$ cat config.mk
export PLATFORM = sky130hd
export DESIGN_NAME = keyed_entry_table
export DESIGN_NICKNAME = d
export VERILOG_FILES = /design/src/hdl/ket_pkg.sv /design/src/hdl/keyed_entry_table.sv /design/src/hdl/ket_datapath.sv /design/src/hdl/ket_controller.sv
export SDC_FILE = /design/constraint.sdc
export NUM_CORES = 1
export LEC_CHECK = 0
export ABC_AREA = 0
export BUFFER_PORTS_ARGS = -buffer_cell sky130_fd_sc_hd__buf_2
export CORE_MARGIN = 8
export CORE_UTILIZATION = 52
export CTS_CLUSTER_DIAMETER = 100
export CTS_CLUSTER_SIZE = 10
export DETAILED_ROUTE_END_ITERATION = 12
export PLACE_DENSITY = 0.71
export SLEW_MARGIN = 0
export SYNTH_ARGS = -nofsm -noshare
export SYNTH_HDL_FRONTEND = slang
export SYNTH_SLANG_ARGS = --single-unit
$ cat constraint.sdc
create_clock -name clock -period 4.18 [get_ports clock]
set_input_delay 0.627 -clock clock [delete_from_list [all_inputs] [get_ports clock]]
set_output_delay 0.627 -clock clock [all_outputs]
set_load 0.02 [all_outputs]
$ cat src/hdl/ket_pkg.sv
// Shared constants, codes and control structs for the keyed entry table.
package ket_pkg;

   localparam int CAPACITY = 16;
   localparam int IDX_W    = (CAPACITY > 1) ? $clog2(CAPACITY) : 1;
   localparam int KEY_W    = 32;
   localparam int VAL_W    = 32;
   localparam int CMD_W    = 2;
   localparam int STS_W    = 3;

   localparam logic [CMD_W-1:0] CMD_INSERT = 2'd0;
   localparam logic [CMD_W-1:0] CMD_DELETE = 2'd1;
   localparam logic [CMD_W-1:0] CMD_SEARCH = 2'd2;

   localparam logic [STS_W-1:0] STS_INSERTED = 3'd0;
   localparam logic [STS_W-1:0] STS_LISTED   = 3'd1;
   localparam logic [STS_W-1:0] STS_DELETED  = 3'd2;
   localparam logic [STS_W-1:0] STS_MISSING  = 3'd3;
   localparam logic [STS_W-1:0] STS_FOUND    = 3'd4;
   localparam logic [STS_W-1:0] STS_FULL     = 3'd5;

   localparam logic [IDX_W-1:0] IDX_LAST = IDX_W'(CAPACITY - 1);

   // commands from controller to datapath
   typedef struct packed {
      logic load;
      logic scan;
      logic commit;
   } ket_ctl_type;

   // status from datapath to controller
   typedef struct packed {
      logic scan_last;
   } ket_sts_type;

endpackage

$ cat src/hdl/keyed_entry_table.sv
// Top level of the keyed entry table: insert, delete and search by key.
//
//   channel   ports                                   handshake
//   -------   -------------------------------------   ---------------------------
//   request   req_command, req_key, req_value         start high while busy low
//   result    rsp_status                              rsp_strobe, one cycle
//
// Each request passes through one load, a scan that reads all CAPACITY
// entries of the key store (one read port, one entry a cycle), a drain of
// the compare stage and one commit before the next request can be taken.
// The status word is on rsp_status for one cycle with rsp_strobe,
// the cycle after commit, and busy is already low in that cycle.
// Reset is synchronous and clears every valid bit at once; no clearing pass.
// The receiver cannot stall: the status word is shown once and then dropped.
module keyed_entry_table (
   input  logic                               clock,
   input  logic                               reset,
   input  logic                               start,
   output logic                               busy,
   input  logic [ket_pkg::CMD_W-1:0]          req_command,
   input  logic signed [ket_pkg::KEY_W-1:0]   req_key,
   input  logic [ket_pkg::VAL_W-1:0]          req_value,
   output logic                               rsp_strobe,
   output logic [ket_pkg::STS_W-1:0]          rsp_status
);

   // command and status between the sequencer and the datapath
   ket_pkg::ket_ctl_type ctl;
   ket_pkg::ket_sts_type sts;

   // sequencer: hold busy from accept to commit, strobe the status word
   ket_controller u_ctrl (
      .clock      (clock),
      .reset      (reset),
      .start      (start),
      .busy       (busy),
      .rsp_strobe (rsp_strobe),
      .ctl        (ctl),
      .sts        (sts)
   );

   // datapath: scan the store, track first hit and first free entry, commit
   ket_datapath u_dp (
      .clock       (clock),
      .reset       (reset),
      .ctl         (ctl),
      .sts         (sts),
      .req_command (req_command),
      .req_key     (req_key),
      .req_value   (req_value),
      .rsp_status  (rsp_status)
   );

endmodule

$ cat src/hdl/ket_datapath.sv
// Datapath: key and value store, valid bits, scan counter, compare and status.
module ket_datapath (
   input  logic                        clock,
   input  logic                        reset,
   input  ket_pkg::ket_ctl_type        ctl,
   output ket_pkg::ket_sts_type        sts,
   input  logic [ket_pkg::CMD_W-1:0]   req_command,
   input  logic signed [ket_pkg::KEY_W-1:0] req_key,
   input  logic [ket_pkg::VAL_W-1:0]   req_value,
   output logic [ket_pkg::STS_W-1:0]   rsp_status
);

   logic [ket_pkg::KEY_W-1:0] key_mem [ket_pkg::CAPACITY];
   logic [ket_pkg::VAL_W-1:0] val_mem [ket_pkg::CAPACITY];

   logic [ket_pkg::CAPACITY-1:0] valid_ff, valid_in;

   logic [ket_pkg::CMD_W-1:0] cmd_ff;
   logic [ket_pkg::KEY_W-1:0] key_ff;
   logic [ket_pkg::VAL_W-1:0] val_ff;

   logic [ket_pkg::IDX_W-1:0] idx_ff, idx_in;
   logic [ket_pkg::KEY_W-1:0] rd_key_ff;
   logic [ket_pkg::IDX_W-1:0] cmp_idx_ff;
   logic                      cmp_vld_ff, cmp_vld_in;

   logic                      hit_ff, hit_in;
   logic [ket_pkg::IDX_W-1:0] hit_idx_ff, hit_idx_in;
   logic                      free_ff, free_in;
   logic [ket_pkg::IDX_W-1:0] free_idx_ff, free_idx_in;

   logic [ket_pkg::STS_W-1:0] status_ff, status_in;
   logic                      do_write;

   assign sts.scan_last = (idx_ff == ket_pkg::IDX_LAST);
   assign rsp_status    = status_ff;

   // compare stage and next-state logic
   always_comb begin
      logic cur_valid;
      cur_valid   = valid_ff[cmp_idx_ff];
      idx_in      = idx_ff;
      cmp_vld_in  = ctl.scan;
      hit_in      = hit_ff;
      hit_idx_in  = hit_idx_ff;
      free_in     = free_ff;
      free_idx_in = free_idx_ff;
      valid_in    = valid_ff;
      status_in   = status_ff;
      do_write    = 1'b0;

      if (ctl.load) begin
         idx_in  = '0;
         hit_in  = 1'b0;
         free_in = 1'b0;
      end else if (ctl.scan) begin
         idx_in = idx_ff + 1'b1;
      end

      if (cmp_vld_ff) begin
         if (cur_valid && (rd_key_ff == key_ff) && !hit_ff) begin
            hit_in     = 1'b1;
            hit_idx_in = cmp_idx_ff;
         end
         if (!cur_valid && !free_ff) begin
            free_in     = 1'b1;
            free_idx_in = cmp_idx_ff;
         end
      end

      if (ctl.commit) begin
         unique case (cmd_ff)
            ket_pkg::CMD_INSERT: begin
               if (hit_ff) begin
                  status_in = ket_pkg::STS_LISTED;
               end else if (free_ff) begin
                  status_in             = ket_pkg::STS_INSERTED;
                  valid_in[free_idx_ff] = 1'b1;
                  do_write              = 1'b1;
               end else begin
                  status_in = ket_pkg::STS_FULL;
               end
            end
            ket_pkg::CMD_DELETE: begin
               if (hit_ff) begin
                  status_in            = ket_pkg::STS_DELETED;
                  valid_in[hit_idx_ff] = 1'b0;
               end else begin
                  status_in = ket_pkg::STS_MISSING;
               end
            end
            ket_pkg::CMD_SEARCH: begin
               status_in = hit_ff ? ket_pkg::STS_FOUND : ket_pkg::STS_MISSING;
            end
            default: begin
               status_in = ket_pkg::STS_MISSING;
            end
         endcase
      end
   end

   always_ff @(posedge clock) begin
      if (reset) begin
         valid_ff   <= '0;
         cmp_vld_ff <= 1'b0;
         hit_ff     <= 1'b0;
         free_ff    <= 1'b0;
         idx_ff     <= '0;
      end else begin
         valid_ff   <= valid_in;
         cmp_vld_ff <= cmp_vld_in;
         hit_ff     <= hit_in;
         free_ff    <= free_in;
         idx_ff     <= idx_in;
      end
   end

   // payload registers, no reset
   always_ff @(posedge clock) begin
      if (ctl.load) begin
         cmd_ff <= req_command;
         key_ff <= $unsigned(req_key);
         val_ff <= req_value;
      end
      cmp_idx_ff  <= idx_ff;
      hit_idx_ff  <= hit_idx_in;
      free_idx_ff <= free_idx_in;
      status_ff   <= status_in;
   end

   // entry store: one write port, one registered read port
   always_ff @(posedge clock) begin
      if (do_write) begin
         key_mem[free_idx_ff] <= key_ff;
         val_mem[free_idx_ff] <= val_ff;
      end
      rd_key_ff <= key_mem[idx_ff];
   end

`ifndef SYNTHESIS
   a_hit_valid: assert property (@(posedge clock) disable iff (reset)
      (ctl.commit && hit_ff) |-> valid_ff[hit_idx_ff])
      else $error("hit entry not valid at commit");

   a_free_empty: assert property (@(posedge clock) disable iff (reset)
      (ctl.commit && free_ff) |-> !valid_ff[free_idx_ff])
      else $error("free entry already valid at commit");

   a_no_cmp_at_commit: assert property (@(posedge clock) disable iff (reset)
      ctl.commit |-> !cmp_vld_ff)
      else $error("compare still in flight at commit");
`endif

endmodule

$ cat src/hdl/ket_controller.sv
// Controller: sequences load, scan, drain and commit for each request.
module ket_controller (
   input  logic                 clock,
   input  logic                 reset,
   input  logic                 start,
   output logic                 busy,
   output logic                 rsp_strobe,
   output ket_pkg::ket_ctl_type ctl,
   input  ket_pkg::ket_sts_type sts
);

   typedef enum logic [1:0] {
      ST_IDLE,
      ST_SCAN,
      ST_DRAIN,
      ST_COMMIT
   } state_type;

   state_type state_ff;
   logic      busy_ff;
   logic      strobe_ff;

   assign busy       = busy_ff;
   assign rsp_strobe = strobe_ff;

   assign ctl.load   = (state_ff == ST_IDLE) && start;
   assign ctl.scan   = (state_ff == ST_SCAN);
   assign ctl.commit = (state_ff == ST_COMMIT);

   always_ff @(posedge clock) begin
      if (reset) begin
         state_ff  <= ST_IDLE;
         busy_ff   <= 1'b0;
         strobe_ff <= 1'b0;
      end else begin
         strobe_ff <= 1'b0;
         unique case (state_ff)
            ST_IDLE: begin
               if (start) begin
                  state_ff <= ST_SCAN;
                  busy_ff  <= 1'b1;
               end
            end
            ST_SCAN: begin
               if (sts.scan_last) begin
                  state_ff <= ST_DRAIN;
               end
            end
            ST_DRAIN: begin
               state_ff <= ST_COMMIT;
            end
            ST_COMMIT: begin
               state_ff  <= ST_IDLE;
               busy_ff   <= 1'b0;
               strobe_ff <= 1'b1;
            end
            default: begin
               state_ff <= ST_IDLE;
            end
         endcase
      end
   end

`ifndef SYNTHESIS
   a_strobe_single: assert property (@(posedge clock) disable iff (reset)
      strobe_ff |=> !strobe_ff)
      else $error("two strobes in a row");

   a_accept_busy: assert property (@(posedge clock) disable iff (reset)
      ((state_ff == ST_IDLE) && start) |=> (busy_ff && (state_ff == ST_SCAN)))
      else $error("accepted request did not raise busy");

   a_busy_idle: assert property (@(posedge clock) disable iff (reset)
      !busy_ff |-> (state_ff == ST_IDLE))
      else $error("not busy outside idle");
`endif

endmodule
==> reports/results.md <==
### Pwr
- **Pwr Total** 14.91 mW
- **power per unit of standard cell area** 566.8 mW/mm^2
- **leakage power** 8.051 nW
- **worst vdd ir** 0.4857 mV

### Drt
- **Iter 0 DRT Violations** 890
- **via count** 10,320
- **routed wire length** 46,450 um
- **antenna-violating nets left** 0
- **vias per cell** 5.919
- **routed length per instance** 26.65 um
- **DRC errors left** 0
- **drt first pass iters** 5

### Die
- **die outline width** 226.7 um
- **core footprint** 0.04403 mm^2
- **initial standard-cell utilization of the core** 0.5245
- **height of the die** 226.7 um
- **I/O pin cnt** 74
- **DIE AREA** 0.05140 mm^2
- **FP Rows** 77

### Synth
- **Avg Cell Area, Syn** 23.00 um^2
- **number of warning messages in the yosys log** 0
- **most area-hungry cell type in the Yosys netlist** sky130_fd_sc_hd__edfxtp_1
- **area of the mapped netlist** 0.02309 mm^2
- **largest cells by area after synthesis** sky130_fd_sc_hd__edfxtp_1 72%, sky130_fd_sc_hd__mux4_2 16%, sky130_fd_sc_hd__dfxtp_1 5.5%
- **register area share after synthesis** 0.7790
- **number of standard cells after synthesis** 1,004
- **Net Count, Synth** 1,079
- **flops & latches, synth** 620
- **Synth top area share** 0.7244
- **count of distinct cell types in the synthesized netlist** 39

### STA
- **Hold WS** 0.2136 ns
- **setup repair after global routing missed its margin** no
- **post-route clock period utilization** 0.7547
- **post-route worst setup slack** 1.025 ns
- **maximum clock rate** 317.0 MHz
- **minimum clock period after layout** 3.155 ns
- **setup_tns** 0 ns
- **endpoints failing hold** 0
- **worst-margin pin slew** 1.025 ns
- **pins over their slew limit** 0
- **normalized max-slew margin** 0.3156
- **number of setup violations in the final report** 0
- **worst setup skew after layout** 0.01703 ns

### Worst setup path
- **critical-path maximum fanout** 19
- **logic depth of the worst path, buffers included** 5
- **worst-case register-to-register setup slack** 1.03 ns
- **startpoint of the worst register-to-register path** u_dp.cmd_ff[0]
- **master of the slowest instance on the critical path** sky130_fd_sc_hd__nor2_4
- **Critical R2R Capture** u_dp.key_mem[11][14]
- **count of buffering cells on the critical path with inverters included** 1
- **CP startpoint kind** register
- **list of cells traversed by the critical path** or3b_1, nor3_2, nand2_1, nor2_4, buf_12
- **critical path's largest stage delay** 0.65 ns
- **crit path kind** register to register
- **worst reg-to-reg path cell count** 5
- **data required time of the critical path** 4.46 ns
- **nature of the critical path endpoint** register
- **Arrival @ worst endpoint** 3.43 ns
- **Worst path top cell family by delay** simple AND/OR/NAND/NOR gates

### Layout
- **net total in the final layout** 1,175
- **final instance area** 0.02631 mm^2
- **number of diodes added for antenna fixing** 0
- **final instance count without filler cells** 1,743
- **layout cells sized above 1** 0.2893
- **relative area change from synthesis to final layout** 13.94%
- **utilization of the core after routing** 0.5975
- **FILL cells** 3,026

### CTS
- **clock transition time at the flip-flop clock pins of the worst setup and hold paths** 0.06 ns
- **number of buffers created by CTS** 71
- **Resize count post-CTS** 0
- **number of setup buffers added after CTS** 0
- **CTS tree** yes
- **Max Root-Sink Buffers** 3
- **Clk Latency, worst-skew pair** 0.59 ns
- **H-tree levels** 3
- **TritonCTS Sinks** 620
- **Clk Tree Root Cell** sky130_fd_sc_hd__clkbuf_16
- **hold-fix buffers at CTS** 0

### Placement
- **number of buffer cells added on primary ports** 41
- **placed cell count** 1,619
- **placement-stage cell area** 0.02421 mm^2
- **worst slack at placement** 1.053 ns
- **half-perimeter wire length after placement** 24,060 um
- **RePlAce Congestion** 0.7690

### Global route
- **total routing usage reported by global routing** 0.1854
- **global-route wire length before repair** 69,740 um
- **largest net degree at the start of global routing** 58
- **number of global-route vias before repair** 10,920
- **initial antenna violation count** 0
- **global route overflow** 0

### Flow run
- **total of max-cap violations** 0

### Worst hold path
- **Worst Hold Path Cells** 1
- **worst min-delay path category** input port to register
- **critical hold path startpoint** req_key[11]
- **capture endpoint of the worst hold path** u_dp.key_ff[11]

### Run status
- **status** finished, final reports clean

[registers in the layout, summed over array words and instances (netlist names), 2 cells and up]
register	flops
u_dp.key_mem	512
u_dp.key_ff	32
u_dp.rd_key_ff	32
u_dp.valid_ff	16
u_dp.cmp_idx_ff	4
u_dp.free_idx_ff	4
u_dp.hit_idx_ff	4
u_dp.idx_ff	4
u_dp.rsp_status	3
u_ctrl.state_ff	2
u_dp.cmd_ff	2
[layout make-up]
type	count	area (um^2)	area share
clock buffers	122	2074	0.07885
well taps	592	740.7	0.02815
flip-flops and latches	620	18000	0.6841
clock inverters	2	25.02	0.0009512
inverters	6	22.52	0.0008560
multi-input cells	334	4936	0.1876
repair buffers	67	513.0	0.01950
[placed cells by master (no fill, tap or decap), types with 8 or more instances in the layout]
cell and count:
sky130_fd_sc_hd__edfxtp_1 557, sky130_fd_sc_hd__mux4_2 164, sky130_fd_sc_hd__clkbuf_16 76, sky130_fd_sc_hd__dfxtp_1 59, sky130_fd_sc_hd__clkbuf_1 46, sky130_fd_sc_hd__buf_2 41
sky130_fd_sc_hd__xnor2_1 30, sky130_fd_sc_hd__nor2_1 18, sky130_fd_sc_hd__buf_4 17, sky130_fd_sc_hd__nand2_1 16, sky130_fd_sc_hd__a211oi_1 15, sky130_fd_sc_hd__nor2_4 12
sky130_fd_sc_hd__a21oi_1 10, sky130_fd_sc_hd__buf_12 9, sky130_fd_sc_hd__nand4_1 8
[layer usage]
metal,wire length (um),global-route usage,vias to the layer above
met2,23550,0.3118,355
li1,-,-,4412
met1,18970,0.2426,5463
met3,2753,0.03686,87
met4,1173,0.05957,0
met5,0,0,-
[Yosys cell counts]
cell type	n
sky130_fd_sc_hd__a211oi_1	15
sky130_fd_sc_hd__a211oi_2	1
sky130_fd_sc_hd__a21o_1	1
sky130_fd_sc_hd__a21oi_1	10
sky130_fd_sc_hd__a31oi_1	6
sky130_fd_sc_hd__a41oi_1	2
sky130_fd_sc_hd__and2_1	1
sky130_fd_sc_hd__and3_1	2
sky130_fd_sc_hd__and4_1	1
sky130_fd_sc_hd__buf_1	8
sky130_fd_sc_hd__buf_2	6
sky130_fd_sc_hd__buf_6	11
sky130_fd_sc_hd__clkbuf_1	19
sky130_fd_sc_hd__dfxtp_1	63
sky130_fd_sc_hd__edfxtp_1	557
sky130_fd_sc_hd__ha_1	6
sky130_fd_sc_hd__inv_1	6
sky130_fd_sc_hd__mux2i_1	4
sky130_fd_sc_hd__mux4_2	164
sky130_fd_sc_hd__nand2_1	16
sky130_fd_sc_hd__nand2b_1	2
sky130_fd_sc_hd__nand3_1	3
sky130_fd_sc_hd__nand4_1	8
sky130_fd_sc_hd__nor2_1	30
sky130_fd_sc_hd__nor2b_1	6
sky130_fd_sc_hd__nor3_1	6
sky130_fd_sc_hd__nor3_2	1
sky130_fd_sc_hd__nor3b_1	2
sky130_fd_sc_hd__nor3b_2	1
sky130_fd_sc_hd__nor4_1	2
sky130_fd_sc_hd__nor4b_1	1
sky130_fd_sc_hd__o211a_1	2
sky130_fd_sc_hd__o21a_1	1
sky130_fd_sc_hd__o21ai_0	1
sky130_fd_sc_hd__o21ba_1	1
sky130_fd_sc_hd__o2bb2ai_1	1
sky130_fd_sc_hd__or3b_1	1
sky130_fd_sc_hd__xnor2_1	30
sky130_fd_sc_hd__xor2_1	6
[how the worst max path moves through the flow]
stage                   startpoint              endpoint  slack [ns]
floorplan           u_dp.cmd_ff[0]    u_dp.key_mem[4][0]        0.16
global placement    u_dp.cmd_ff[0]  u_dp.key_mem[10][15]        1.04
detailed placement  u_dp.cmd_ff[0]  u_dp.key_mem[11][15]        1.05
CTS                 u_dp.cmd_ff[0]  u_dp.key_mem[11][29]        1.03
global route        u_dp.cmd_ff[0]  u_dp.key_mem[11][29]        0.90
finish              u_dp.cmd_ff[0]  u_dp.key_mem[11][14]        1.03
[logic make-up after synthesis]
family | count (synthesis) | share of synthesized area
multiplexers | 168 | 0.1617
adder cells (fa/ha/maj) | 6 | 0.003251
AO/OA/AOI/OAI | 41 | 0.01252
flip-flops | 620 | 0.7790
buffers and inverters | 50 | 0.01203
XOR/XNOR | 36 | 0.01365
AND/OR/NAND/NOR | 83 | 0.01788
[report_power, final]
part | total (mW) | internal (mW) | switching (mW)
clock | 5.63 | 3.35 | 2.27
combinational | 1.55 | 0.843 | 0.707
sequential | 7.74 | 7.27 | 0.462
total | 14.9 | 11.5 | 3.44
No activity file was read; power rests on OpenSTA's default activity.
